File: src/sv/bfsc_pkg.sv
// Package for the bitmap find/set/clear block.
// Types, codes and helpers shared by the top level and the word search unit.
// No dependencies.
package bfsc_pkg;

  localparam int MAP_BYTES_DEF  = 64;
  localparam int BYTES_PER_WORD = 4;
  localparam int WORD_W         = 32;
  localparam int LEN_W          = 7;
  localparam int IDX_W          = 9;
  localparam int CMD_W          = 3;
  localparam int WCNT_W         = 6;
  localparam int PADDR_W        = 3;
  localparam int PDATA_W        = 32;

  localparam logic [PADDR_W-1:0] ADDR_BYTES_IN_USE = 3'd0;
  localparam logic [LEN_W-1:0]   BYTES_IN_USE_RST  = 7'd64;

  typedef enum logic [CMD_W-1:0] {
    CMD_CLEAR_ALL  = 3'd0,
    CMD_FIND_ZERO  = 3'd1,
    CMD_FIND_ONE   = 3'd2,
    CMD_SET_BIT    = 3'd3,
    CMD_CLEAR_BIT  = 3'd4
  } cmd_t;

  typedef enum logic [2:0] {
    S_INIT,
    S_IDLE,
    S_CLR,
    S_FIND,
    S_RMW,
    S_DONE
  } state_t;

  typedef struct packed {
    logic             hit;
    logic [IDX_W-1:0] idx;
  } search_t;

  // Byte lanes of word w that lie below the length in use
  function automatic logic [BYTES_PER_WORD-1:0] word_bytes_in_use(
    input logic [WCNT_W-1:0] w,
    input logic [LEN_W-1:0]  len
  );
    logic [BYTES_PER_WORD-1:0] m;
    m = '0;
    for (int j = 0; j < BYTES_PER_WORD; j++) begin
      m[j] = ({w, 2'(j)} < {1'b0, len});
    end
    return m;
  endfunction

endpackage

File: src/sv/bfsc_in_if.sv
// Command channel: valid/ready handshake carrying one command word.
// Depends on bfsc_pkg for field widths.
interface bfsc_in_if import bfsc_pkg::*; ();
  logic             valid;
  logic             ready;
  logic [CMD_W-1:0] cmd;
  logic [IDX_W-1:0] bit_index;

  modport source (output valid, output cmd, output bit_index, input ready);
  modport sink   (input valid, input cmd, input bit_index, output ready);
endinterface

File: src/sv/bfsc_out_if.sv
// Result channel: valid/ready handshake carrying one result word.
// Depends on bfsc_pkg for field widths.
interface bfsc_out_if import bfsc_pkg::*; ();
  logic             valid;
  logic             ready;
  logic             found;
  logic [IDX_W-1:0] found_index;

  modport source (output valid, output found, output found_index, input ready);
  modport sink   (input valid, input found, input found_index, output ready);
endinterface

File: src/sv/bfsc_word_search.sv
// Lowest-bit search over one map word, limited to the bytes in use.
// Depends on bfsc_pkg.
module bfsc_word_search import bfsc_pkg::*; (
  input  logic [WORD_W-1:0] word,
  input  logic              want,
  input  logic [WCNT_W-1:0] word_num,
  input  logic [LEN_W-1:0]  len,
  output search_t           res
);

  logic [BYTES_PER_WORD-1:0] lanes;
  logic [WORD_W-1:0]         vec;
  logic [4:0]                pos;

  always_comb begin
    lanes = word_bytes_in_use(word_num, len);
    vec   = want ? word : ~word;
    for (int j = 0; j < BYTES_PER_WORD; j++) begin
      if (!lanes[j]) vec[8*j +: 8] = 8'h00;
    end
    pos = '0;
    for (int k = WORD_W - 1; k >= 0; k--) begin
      if (vec[k]) pos = 5'(k);
    end
    res.hit = |vec;
    res.idx = IDX_W'({word_num, pos});
  end

endmodule

File: src/sv/bitmap_find_set_clear.sv
// Bitmap allocator: clear all, find first zero/one, set bit, clear bit.
// One command at a time, one 32-bit map word per memory access. Find reads the words in use
// until the first hit, clear all writes each word in use, in-range set/clear bit reads and
// writes back one word. Next command taken as the result shows (later if one waits unread).
// Reset: synchronous; a sweep zeroes all ceil(MAP_BYTES/4) map words, commands held off.
// Depends on bfsc_pkg, bfsc_in_if, bfsc_out_if, bfsc_word_search.
module bitmap_find_set_clear import bfsc_pkg::*; #(
  parameter int MAP_BYTES = MAP_BYTES_DEF
) (
  input  logic               clk,
  input  logic               rst_n,
  bfsc_in_if.sink            in_ch,
  bfsc_out_if.source         out_ch,
  input  logic               cfg_psel,
  input  logic               cfg_penable,
  input  logic               cfg_pwrite,
  input  logic [PADDR_W-1:0] cfg_paddr,
  input  logic [PDATA_W-1:0] cfg_pwdata,
  output logic [PDATA_W-1:0] cfg_prdata,
  output logic               cfg_pready
);

  localparam int WORDS = (MAP_BYTES + BYTES_PER_WORD - 1) / BYTES_PER_WORD;
  localparam int AW    = (WORDS > 1) ? $clog2(WORDS) : 1;

  // configuration
  logic [LEN_W-1:0]  bytes_in_use_r;
  logic [LEN_W-1:0]  len;
  logic [WCNT_W-1:0] nw;
  logic [WCNT_W-1:0] nw_last;

  always_ff @(posedge clk) begin
    if (!rst_n) begin
      bytes_in_use_r <= BYTES_IN_USE_RST;
    end else if (cfg_psel && cfg_penable && cfg_pwrite && cfg_pready &&
                 cfg_paddr == ADDR_BYTES_IN_USE) begin
      bytes_in_use_r <= cfg_pwdata[LEN_W-1:0];
    end
  end

  assign cfg_pready = 1'b1;
  assign cfg_prdata = (cfg_paddr == ADDR_BYTES_IN_USE) ? PDATA_W'(bytes_in_use_r) : '0;

  assign len     = ({25'd0, bytes_in_use_r} > 32'(MAP_BYTES)) ? LEN_W'(MAP_BYTES)
                                                                : bytes_in_use_r;
  assign nw      = WCNT_W'(({1'b0, len} + 8'd3) >> 2);
  assign nw_last = WCNT_W'(nw - 6'd1);

  // map memory
  logic [WORD_W-1:0]         mem [WORDS];
  logic [WORD_W-1:0]         rd_data_r;
  logic                      mem_re;
  logic [AW-1:0]             mem_raddr;
  logic                      mem_we;
  logic [AW-1:0]             mem_waddr;
  logic [BYTES_PER_WORD-1:0] mem_wbe;
  logic [WORD_W-1:0]         mem_wdata;

  always_ff @(posedge clk) begin
    if (mem_we) begin
      for (int j = 0; j < BYTES_PER_WORD; j++) begin
        if (mem_wbe[j]) mem[mem_waddr][8*j +: 8] <= mem_wdata[8*j +: 8];
      end
    end
    if (mem_re) rd_data_r <= mem[mem_raddr];
  end

  // control
  state_t            state_r, state_nxt;
  logic [CMD_W-1:0]  cmd_r, cmd_nxt;
  logic [IDX_W-1:0]  idx_r, idx_nxt;
  logic [WCNT_W-1:0] iss_cnt_r, iss_cnt_nxt;
  logic [AW-1:0]     init_cnt_r, init_cnt_nxt;
  logic              rd_vld_r, rd_vld_nxt;
  logic [WCNT_W-1:0] rd_word_r, rd_word_nxt;
  logic              res_found_r, res_found_nxt;
  logic [IDX_W-1:0]  res_idx_r, res_idx_nxt;
  logic              out_valid_r, out_valid_nxt;
  logic              out_found_r, out_found_nxt;
  logic [IDX_W-1:0]  out_idx_r, out_idx_nxt;
  logic              in_acc;
  logic [AW-1:0]     scan_addr;
  logic [AW-1:0]     in_word_addr;
  logic [AW-1:0]     rmw_addr;
  logic              in_byte_ok;
  logic [WORD_W-1:0] bit_mask;
  search_t           srch;

  bfsc_word_search u_search (
    .word     (rd_data_r),
    .want     (cmd_r == CMD_FIND_ONE),
    .word_num (rd_word_r),
    .len      (len),
    .res      (srch)
  );

  assign in_acc       = in_ch.valid && in_ch.ready;
  assign scan_addr    = AW'({{AW{1'b0}}, iss_cnt_r});
  assign in_word_addr = AW'({{AW{1'b0}}, in_ch.bit_index[IDX_W-1:5]});
  assign rmw_addr     = AW'({{AW{1'b0}}, idx_r[IDX_W-1:5]});
  assign in_byte_ok   = ({2'b00, in_ch.bit_index[IDX_W-1:3]} < {1'b0, len});
  assign bit_mask     = WORD_W'(1) << idx_r[4:0];

  always_comb begin
    state_nxt     = state_r;
    cmd_nxt       = cmd_r;
    idx_nxt       = idx_r;
    iss_cnt_nxt   = iss_cnt_r;
    init_cnt_nxt  = init_cnt_r;
    res_found_nxt = res_found_r;
    res_idx_nxt   = res_idx_r;
    out_valid_nxt = out_valid_r;
    out_found_nxt = out_found_r;
    out_idx_nxt   = out_idx_r;
    in_ch.ready   = 1'b0;
    mem_re        = 1'b0;
    mem_raddr     = scan_addr;
    mem_we        = 1'b0;
    mem_waddr     = scan_addr;
    mem_wbe       = '0;
    mem_wdata     = '0;

    if (out_valid_r && out_ch.ready) out_valid_nxt = 1'b0;

    unique case (state_r)
      S_INIT: begin
        mem_we       = 1'b1;
        mem_waddr    = init_cnt_r;
        mem_wbe      = '1;
        init_cnt_nxt = AW'(init_cnt_r + 1'b1);
        if (init_cnt_r == AW'(WORDS - 1)) state_nxt = S_IDLE;
      end
      S_IDLE: begin
        in_ch.ready = 1'b1;
        if (in_acc) begin
          cmd_nxt       = in_ch.cmd;
          idx_nxt       = in_ch.bit_index;
          iss_cnt_nxt   = '0;
          res_found_nxt = 1'b0;
          res_idx_nxt   = '0;
          unique case (in_ch.cmd)
            CMD_CLEAR_ALL: state_nxt = (nw == '0) ? S_DONE : S_CLR;
            CMD_FIND_ZERO,
            CMD_FIND_ONE:  state_nxt = (nw == '0) ? S_DONE : S_FIND;
            CMD_SET_BIT,
            CMD_CLEAR_BIT: begin
              if (in_byte_ok) begin
                mem_re    = 1'b1;
                mem_raddr = in_word_addr;
                state_nxt = S_RMW;
              end else begin
                state_nxt = S_DONE;
              end
            end
            default:       state_nxt = S_DONE;
          endcase
        end
      end
      S_CLR: begin
        mem_we      = 1'b1;
        mem_wbe     = word_bytes_in_use(iss_cnt_r, len);
        iss_cnt_nxt = WCNT_W'(iss_cnt_r + 1'b1);
        if (iss_cnt_r == nw_last) state_nxt = S_DONE;
      end
      S_FIND: begin
        if (iss_cnt_r < nw) begin
          mem_re      = 1'b1;
          iss_cnt_nxt = WCNT_W'(iss_cnt_r + 1'b1);
        end
        if (rd_vld_r) begin
          if (srch.hit) begin
            res_found_nxt = 1'b1;
            res_idx_nxt   = srch.idx;
            state_nxt     = S_DONE;
          end else if (rd_word_r == nw_last) begin
            state_nxt = S_DONE;
          end
        end
      end
      S_RMW: begin
        mem_we    = 1'b1;
        mem_waddr = rmw_addr;
        mem_wbe   = '1;
        mem_wdata = (cmd_r == CMD_SET_BIT) ? (rd_data_r | bit_mask) : (rd_data_r & ~bit_mask);
        state_nxt = S_DONE;
      end
      S_DONE: begin
        if (!out_valid_r || out_ch.ready) begin
          out_valid_nxt = 1'b1;
          out_found_nxt = res_found_r;
          out_idx_nxt   = res_idx_r;
          state_nxt     = S_IDLE;
        end
      end
      default: state_nxt = S_IDLE;
    endcase
  end

  assign rd_vld_nxt  = mem_re && (state_r == S_FIND);
  assign rd_word_nxt = iss_cnt_r;

  always_ff @(posedge clk) begin
    if (!rst_n) begin
      state_r     <= S_INIT;
      init_cnt_r  <= '0;
      rd_vld_r    <= 1'b0;
      out_valid_r <= 1'b0;
      iss_cnt_r   <= '0;
    end else begin
      state_r     <= state_nxt;
      init_cnt_r  <= init_cnt_nxt;
      rd_vld_r    <= rd_vld_nxt;
      out_valid_r <= out_valid_nxt;
      iss_cnt_r   <= iss_cnt_nxt;
    end
  end

  always_ff @(posedge clk) begin
    cmd_r       <= cmd_nxt;
    idx_r       <= idx_nxt;
    rd_word_r   <= rd_word_nxt;
    res_found_r <= res_found_nxt;
    res_idx_r   <= res_idx_nxt;
    out_found_r <= out_found_nxt;
    out_idx_r   <= out_idx_nxt;
  end

  assign out_ch.valid       = out_valid_r;
  assign out_ch.found       = out_found_r;
  assign out_ch.found_index = out_idx_r;

`ifndef SYNTH
  a_scan_bound: assert property (@(posedge clk) disable iff (!rst_n)
    state_r == S_FIND |-> iss_cnt_r <= nw)
    else $error("find scan issued beyond the words in use");

  a_miss_idx_zero: assert property (@(posedge clk) disable iff (!rst_n)
    out_ch.valid && !out_ch.found |-> out_ch.found_index == '0)
    else $error("result without a hit carries a nonzero index");

  a_rmw_follows: assert property (@(posedge clk) disable iff (!rst_n)
    in_ch.valid && in_ch.ready && in_byte_ok &&
    (in_ch.cmd == CMD_SET_BIT || in_ch.cmd == CMD_CLEAR_BIT) |=> state_r == S_RMW)
    else $error("in-range set/clear did not enter write-back");
`endif

endmodule

File: src/flat_wrapper.sv
// flat-port wrapper written by rule: the top's interface ports become plain ports
module bitmap_find_set_clear_flat import bfsc_pkg::*;
#(
  parameter int MAP_BYTES = MAP_BYTES_DEF
)
  (clk, rst_n, cfg_psel, cfg_penable, cfg_pwrite, cfg_paddr, cfg_pwdata, cfg_prdata, cfg_pready, in_ch_valid, in_ch_cmd, in_ch_bit_index, in_ch_ready, out_ch_valid, out_ch_found, out_ch_found_index, out_ch_ready);
  bfsc_in_if in_ch_i ();
  bfsc_out_if out_ch_i ();
  input  logic clk;
  input  logic rst_n;
  input  logic cfg_psel;
  input  logic cfg_penable;
  input  logic cfg_pwrite;
  input  logic [PADDR_W-1:0] cfg_paddr;
  input  logic [PDATA_W-1:0] cfg_pwdata;
  output logic [PDATA_W-1:0] cfg_prdata;
  output logic cfg_pready;
  input wire logic [$bits(in_ch_i.valid)-1:0] in_ch_valid;
  input wire logic [$bits(in_ch_i.cmd)-1:0] in_ch_cmd;
  input wire logic [$bits(in_ch_i.bit_index)-1:0] in_ch_bit_index;
  output wire logic [$bits(in_ch_i.ready)-1:0] in_ch_ready;
  output wire logic [$bits(out_ch_i.valid)-1:0] out_ch_valid;
  output wire logic [$bits(out_ch_i.found)-1:0] out_ch_found;
  output wire logic [$bits(out_ch_i.found_index)-1:0] out_ch_found_index;
  input wire logic [$bits(out_ch_i.ready)-1:0] out_ch_ready;
  assign in_ch_i.valid = in_ch_valid;
  assign in_ch_i.cmd = in_ch_cmd;
  assign in_ch_i.bit_index = in_ch_bit_index;
  assign in_ch_ready = in_ch_i.ready;
  assign out_ch_valid = out_ch_i.valid;
  assign out_ch_found = out_ch_i.found;
  assign out_ch_found_index = out_ch_i.found_index;
  assign out_ch_i.ready = out_ch_ready;
  bitmap_find_set_clear #(.MAP_BYTES(MAP_BYTES)) u_core (.clk(clk), .rst_n(rst_n), .in_ch(in_ch_i), .out_ch(out_ch_i), .cfg_psel(cfg_psel), .cfg_penable(cfg_penable), .cfg_pwrite(cfg_pwrite), .cfg_paddr(cfg_paddr), .cfg_pwdata(cfg_pwdata), .cfg_prdata(cfg_prdata), .cfg_pready(cfg_pready));
endmodule
File: config.mk
export PLATFORM = sky130hd
export DESIGN_NAME = bitmap_find_set_clear_flat
export DESIGN_NICKNAME = d
export VERILOG_FILES = /design/src/sv/bfsc_pkg.sv /design/src/sv/bfsc_in_if.sv /design/src/sv/bfsc_out_if.sv /design/src/sv/bfsc_word_search.sv /design/src/sv/bitmap_find_set_clear.sv /design/src/flat_wrapper.sv
export SDC_FILE = /design/constraint.sdc
export NUM_CORES = 1
export LEC_CHECK = 0
export BUFFER_PORTS_ARGS = -buffer_cell sky130_fd_sc_hd__buf_2
export CELL_PAD_IN_SITES_DETAIL_PLACEMENT = 1
export CELL_PAD_IN_SITES_GLOBAL_PLACEMENT = 2
export CORE_MARGIN = 2
export CORE_UTILIZATION = 45
export CTS_BUF_LIST = sky130_fd_sc_hd__clkbuf_16
export CTS_CLUSTER_DIAMETER = 200
export CTS_CLUSTER_SIZE = 24
export DETAILED_ROUTE_END_ITERATION = 10
export PLACE_DENSITY_LB_ADDON = 0.1
export SKIP_CTS_REPAIR_TIMING = 1
export SLEW_MARGIN = 20
export SYNTH_ARGS = -nofsm -noshare
export SYNTH_HDL_FRONTEND = slang
export SYNTH_SLANG_ARGS = --single-unit
File: constraint.sdc
create_clock -name clk -period 4.5 [get_ports clk]
set_clock_uncertainty 0.15 [all_clocks]
set_input_delay 0.45 -clock clk [delete_from_list [all_inputs] [get_ports clk]]
set_output_delay 0.45 -clock clk [all_outputs]
set_load 0.03 [all_outputs]
==> results of run 1 <==
## synthesized netlist by cell type (4+ instances only)
cell        n
ha_1       27
buf_1       6
and3_1      8
nand2_1    81
inv_1      15
nor2_1    133
nor4_1      4
a31oi_1     4
o22ai_1   134
a21oi_1    56
dfxtp_1    28
nand4_1    13
o31ai_1     5
buf_2      19
mux2i_1   286
nor3b_1     5
or3_1      10
buf_4      35
mux2_2      4
nand3b_1    9
xor2_1      7
o21ai_0    40
a211oi_1    5
clkbuf_1   63
nand3_1    25
xnor2_1    11
or4_1      40
a21boi_0    5
a21o_1      9
o21a_1      7
nor3_1     21
nor2b_1    17
nand2b_1   17
and2_1     16
o211ai_1    4
edfxtp_1  576
## layout by cell type, fill, tap and decap left out, drive strengths merged, types with 17 or more instances in the layout
cell type,n
a21oi,56
buf,176
clkbuf,29
conb,27
dfxtp,28
dlygate4sd3,18
edfxtp,576
ha,27
inv,41
mux2i,286
nand2,81
nand2b,17
nand3,25
nor2,133
nor2b,17
nor3,21
o21ai,43
o22ai,134
or4,40
## path summary, 6_finish.rpt
kind	end	cells after the start	slack [ns]	start
worst min register to register	u_core.out_ch.found_index[5]$_DFFE_PP_	0	0.28	u_core.res_idx_r[5]$_SDFFCE_PN0P_
worst max register to register	u_core.rd_data_r[3]$_DFFE_PP_	12	0.51	u_core.bytes_in_use_r[6]$_SDFFE_PN1P_
worst min-delay path	u_core.bytes_in_use_r[0]$_SDFFE_PN0P_	3	-0.01	cfg_pwdata[0]
worst max-delay path	u_core.rd_data_r[3]$_DFFE_PP_	12	0.51	u_core.bytes_in_use_r[6]$_SDFFE_PN1P_
## registers in the layout, indices dropped and copies added (netlist names)
signal,count
u_core.mem,512
u_core.rd_data_r,32
u_core.idx_r,9
u_core.out_ch.found_index,9
u_core.res_idx_r,9
u_core.bytes_in_use_r,7
u_core.iss_cnt_r,6
u_core.rd_word_r,6
u_core.init_cnt_r,4
u_core.cmd_r,3
u_core.state_r,3
u_core.out_ch.found,1
u_core.out_ch.valid,1
u_core.rd_vld_r,1
u_core.res_found_r,1
## stage by stage
stage               utilization  cell area (um2)  cells  hold WS, ns  worst slack [ns]
floorplan                     -            26100   1827        0.221             0.846
global placement          0.485            27800   2644        0.253             0.604
detailed placement        0.485            27800   2644        0.256             0.530
CTS                       0.500            28700   2698       -0.173             0.498
global route              0.503            28900   2716      0.00627             0.314
finish                    0.503            28900   2716      -0.0120             0.514
## metal layers
metal  up-vias  share of wire  wire length [um]  GRT usage
met5         -              0                 0          0
met4         0          0.021              1480     0.0495
met3        62          0.032              2260     0.0200
met2       281           0.49             34100      0.392
met1      8094           0.46             31900      0.328
li1       7171              -                 -          -
## report_power, final
part,internal [mW],switching (mW)
clock,1.20,1.72
combinational,0.101,0.221
sequential,6.18,0.0244
## worst min-delay path, cell delays in order
cell     delay [ns]
buf_2          0.08
mux2i_1        0.06
nor2b_1        0.12
## final cells by class
cell class	instances	area [um2]
fill	5653	28500
sequential	604	17900
multi-input combinational	1083	7570
timing repair buffer	194	1570
tap	765	957
clock buffer	29	726
clock inverter	25	126
inverter	16	60.1
## kinds of logic (layout without fill, tap and decap cells)
family / count (synthesis) / after routing / synth area share
flops: 604 / 604 / 0.687
simple gates: 415 / 415 / 0.0813
compound gates: 306 / 306 / 0.0743
mux: 290 / 290 / 0.112
buf+inv: 140 / 264 / 0.0265
fa+ha+maj: 27 / 27 / 0.0130
xor+xnor: 18 / 18 / 0.00606
other cells: 2 / 27 / 0.000289
==> impl_metrics.json, run 1 <==
{
  "start_kind": "flop",
  "crit_arrival_ns": 4.18,
  "power_mw": 9.44,
  "setup_violations": 0,
  "worstSetupEndpointType": "flop",
  "path_buf_inv": 3,
  "rsz0062_at_grt": "false",
  "synth_top_area_cell": "edfxtp_1",
  "synth-main-ff-cell": "edfxtp_1",
  "drv_cap": 0,
  "vias": 15600,
  "fin_nets": 2009,
  "routed_wl_um": 69700,
  "antenna_found_initial": 1,
  "synthToLayoutAreaGrowth_pct": 11.0,
  "place_hpwl_um": 46900,
  "p_per_area_mw_per_mm2": 327,
  "fmax_mhz": 251,
  "critical_path.max_stage_delay_ns": 0.56,
  "finalWorstPathRequiredPeriod_ns": 3.99,
  "worstPathRequired_ns": 4.69,
  "async_flop_share": 0,
  "finalHoldViolations": 1,
  "grt_max_degree": 44,
  "die_y_um": 244,
  "crit_slowest_cell": "or4_1",
  "antenna_cells": 0,
  "die_x_um": 244,
  "peakVddDrop_mv": 0.336,
  "drive_gt1_frac": 0.113,
  "drc": 0,
  "hp-class": "input port to flop",
  "cp_cell_sequence": "inv_2 > nand2_1 > ha_1 > nand2b_1 > nand4b_1 > a31oi_4 > mux2i_4 > buf_12 > buf_4 > mux2i_1 > o22ai_1 > or4_1",
  "core_mm2": 0.0574,
  "path_clk_slew_ns": 0.10,
  "violations": "hold timing",
  "ys_ff_latch": 604,
  "slew_violations": 0,
  "clock_latency_ns": 0.63,
  "io_pins": 99,
  "crit_family": "simple AND/OR/NAND/NOR gates",
  "root_buffer": "clkbuf_16",
  "start_util": 0.453,
  "yosysSeqAreaShare": 0.687,
  "clock_path_buffers": 3,
  "synth_area_leaders": "edfxtp_1, mux2i_1, o22ai_1",
  "portBuffers": 47,
  "cts_made_buffers": 29,
  "grt.total_usage": 0.232,
  "synth_area_mm2": 0.0260,
  "ant_nets": 0,
  "clock_sinks": 604,
  "grt_pass1_vias": 15800,
  "maxSlewHeadroom": 0.340,
  "die_area_mm2": 0.0597,
  "num_rows": 88,
  "grt_pass1_wl_um": 103000,
  "min_period_over_period": 0.886,
  "hold_ws_ns": -0.0120,
  "wl_per_cell_um": 25.7,
  "drt_first_pass_iters": 7,
  "syn_avg_cell_area_um2": 14.4,
  "worst_slew_pin_slew_ns": 0.986,
  "vias_per_cell": 5.75,
  "grt_overflow": 0,
  "tns_ns": 0,
  "drtIter0Drc": 1202,
  "outcome": "finished, violations left",
  "synth-edff-count": 576,
  "gp_congestion": 0.813,
  "cts_tree": "done",
  "p_leak_nw": 11.4,
  "crit_path_max_fanout": 18,
  "path_class": "flop to flop",
  "yosysTopAreaCellShare": 0.665,
  "synthCells": 1802,
  "synthDistinctLibCells": 70,
  "ys_warn_count": 0,
  "h-tree-depth": 1
}
Note: power is estimated with default switching activity, not from simulation.
==> run 2: changes to the inputs <==
- CAP_MARGIN: default -> 20
- CELL_PAD_IN_SITES_DETAIL_PLACEMENT: 1 -> 2
==> run 2 against run 1 <==
Against the previous run: the run now ends clean; die area is the same; utilization hardly changed; global-route usage grew 4.2 points; combinational power up 5%; routed wire length is 19% higher; maximum frequency is 2.9% lower; critical path depth did not move; cell area about the same; setup slack got worse by 0.12 ns; worst hold slack better by 0.092 ns; total power increased by 1.3%; final cell count is 0.11% higher; largest power group unchanged.
==> impl_metrics.json, run 2 (synthesis gave the netlist of run 1 again) <==
{
  "p_per_area_mw_per_mm2": 331,
  "die_x_um": 244,
  "core_mm2": 0.0574,
  "hp-class": "input port to flop",
  "rsz0062_at_grt": "false",
  "drv_cap": 0,
  "portBuffers": 47,
  "hold_ws_ns": 0.0801,
  "power_mw": 9.56,
  "worstPathRequired_ns": 4.71,
  "routed_wl_um": 82700,
  "drt_first_pass_iters": 5,
  "grt_overflow": 0,
  "grt_max_degree": 44,
  "num_rows": 88,
  "worst_slew_pin_slew_ns": 1.01,
  "fin_cells": 2719,
  "gp_congestion": 0.813,
  "setup_violations": 0,
  "finalHoldViolations": 0,
  "path_clk_slew_ns": 0.10,
  "place_inst": 2644,
  "p_leak_nw": 11.4,
  "fmax_mhz": 244,
  "outcome": "complete, no violations",
  "grt_pass1_vias": 17300,
  "clock_sinks": 604,
  "vias_per_cell": 6.02,
  "start_kind": "flop",
  "place_hpwl_um": 55800,
  "top_regs": "u_core.mem (512), u_core.rd_data_r (32)",
  "drc": 0,
  "mostFrequentLayoutCells": "edfxtp_1, mux2i_1, o22ai_1, nor2_1, buf_4",
  "worstSetupEndpointType": "flop",
  "path_class": "flop to flop",
  "start_util": 0.453,
  "mostFrequentLayoutCell": "edfxtp_1",
  "post-route-cell-area_mm2": 0.0289,
  "crit_path_max_fanout": 18,
  "clock_latency_ns": 0.64,
  "ant_nets": 0,
  "antenna_found_initial": 2,
  "die_area_mm2": 0.0597,
  "antenna_cells": 0,
  "grt.total_usage": 0.274,
  "h-tree-depth": 1,
  "io_pins": 99,
  "drtIter0Drc": 1282,
  "drive_gt1_frac": 0.114,
  "synthToLayoutAreaGrowth_pct": 11.1,
  "min_period_over_period": 0.912,
  "fillerInstances": 5359,
  "wl_per_cell_um": 30.4,
  "grt_pass1_wl_um": 120000,
  "cts_made_buffers": 29,
  "crit_arrival_ns": 4.32,
  "largest_reg_flops": 512,
  "finalWorstPathRequiredPeriod_ns": 4.11,
  "cts_tree": "done",
  "maxSlewHeadroom": 0.324,
  "slew_violations": 0,
  "largest-register": "u_core.mem",
  "clock_path_buffers": 3,
  "peakVddDrop_mv": 0.369,
  "dpl_cell_area_mm2": 0.0278,
  "die_y_um": 244,
  "vias": 16400,
  "root_buffer": "clkbuf_16",
  "fin_nets": 2012,
  "tns_ns": 0
}
-- run 2: cell count changes in the layout (fill, tap and decap cells not counted) --
cell	previous run	this run
dlygate4sd3_1	18	20
buf_4	114	115
-- run 2: routing by layer --
metal / track usage / wire length [um] / part of all wire
met1: 0.363 / 35200 / 0.42
met2: 0.481 / 41700 / 0.50
met3: 0.0252 / 3310 / 0.040
met4: 0.0805 / 2590 / 0.031
met5: 0 / 14 / 0.00017
-- run 2: worst paths after layout --
kind	from	to	slack, ns	depth (start not counted)
max	u_core.bytes_in_use_r[6]$_SDFFE_PN1P_	u_core.rd_data_r[7]$_DFFE_PP_	0.39	12
min	rst_n	u_core.bytes_in_use_r[6]$_SDFFE_PN1P_	0.08	2
max reg2reg	u_core.bytes_in_use_r[6]$_SDFFE_PN1P_	u_core.rd_data_r[7]$_DFFE_PP_	0.39	12
min reg2reg	u_core.res_idx_r[5]$_SDFFCE_PN0P_	u_core.out_ch.found_index[5]$_DFFE_PP_	0.28	0
-- run 2: cell type report --
cell class                 count  area, um2  area share
clock inverter                25        126     0.00437
clock buffer                  29        726      0.0251
timing repair buffer         197       1600      0.0553
sequential                   604      17900       0.618
multi-input combinational   1083       7570       0.262
tap                          765        957      0.0331
inverter                      16       60.1     0.00208
-- run 2: critical path, stage by stage, from the launching register on --
cell and delay, ns:
dfxtp_1 0.41, inv_2 0.23, nand2_1 0.19, ha_1 0.27
nand2b_1 0.10, nand4b_1 0.24, a31oi_4 0.28, mux2i_4 0.28
buf_12 0.24, buf_4 0.36, mux2i_1 0.29, o22ai_1 0.16
or4_1 0.59
-- run 2: power by group --
part	total, mW	switching [mW]	internal (mW)	leakage, nW
registers	6.21	0.0308	6.18	5.23
logic	0.338	0.236	0.103	5.67
clock network	3.01	1.81	1.20	0.499
-- run 2: metrics by stage --
stage	setup WS (ns)	utilization
after floorplan	0.846	-
after global placement	0.604	0.485
after detailed placement	0.410	0.485
after CTS	0.368	0.500
after global routing	0.195	0.504
final	0.394	0.504
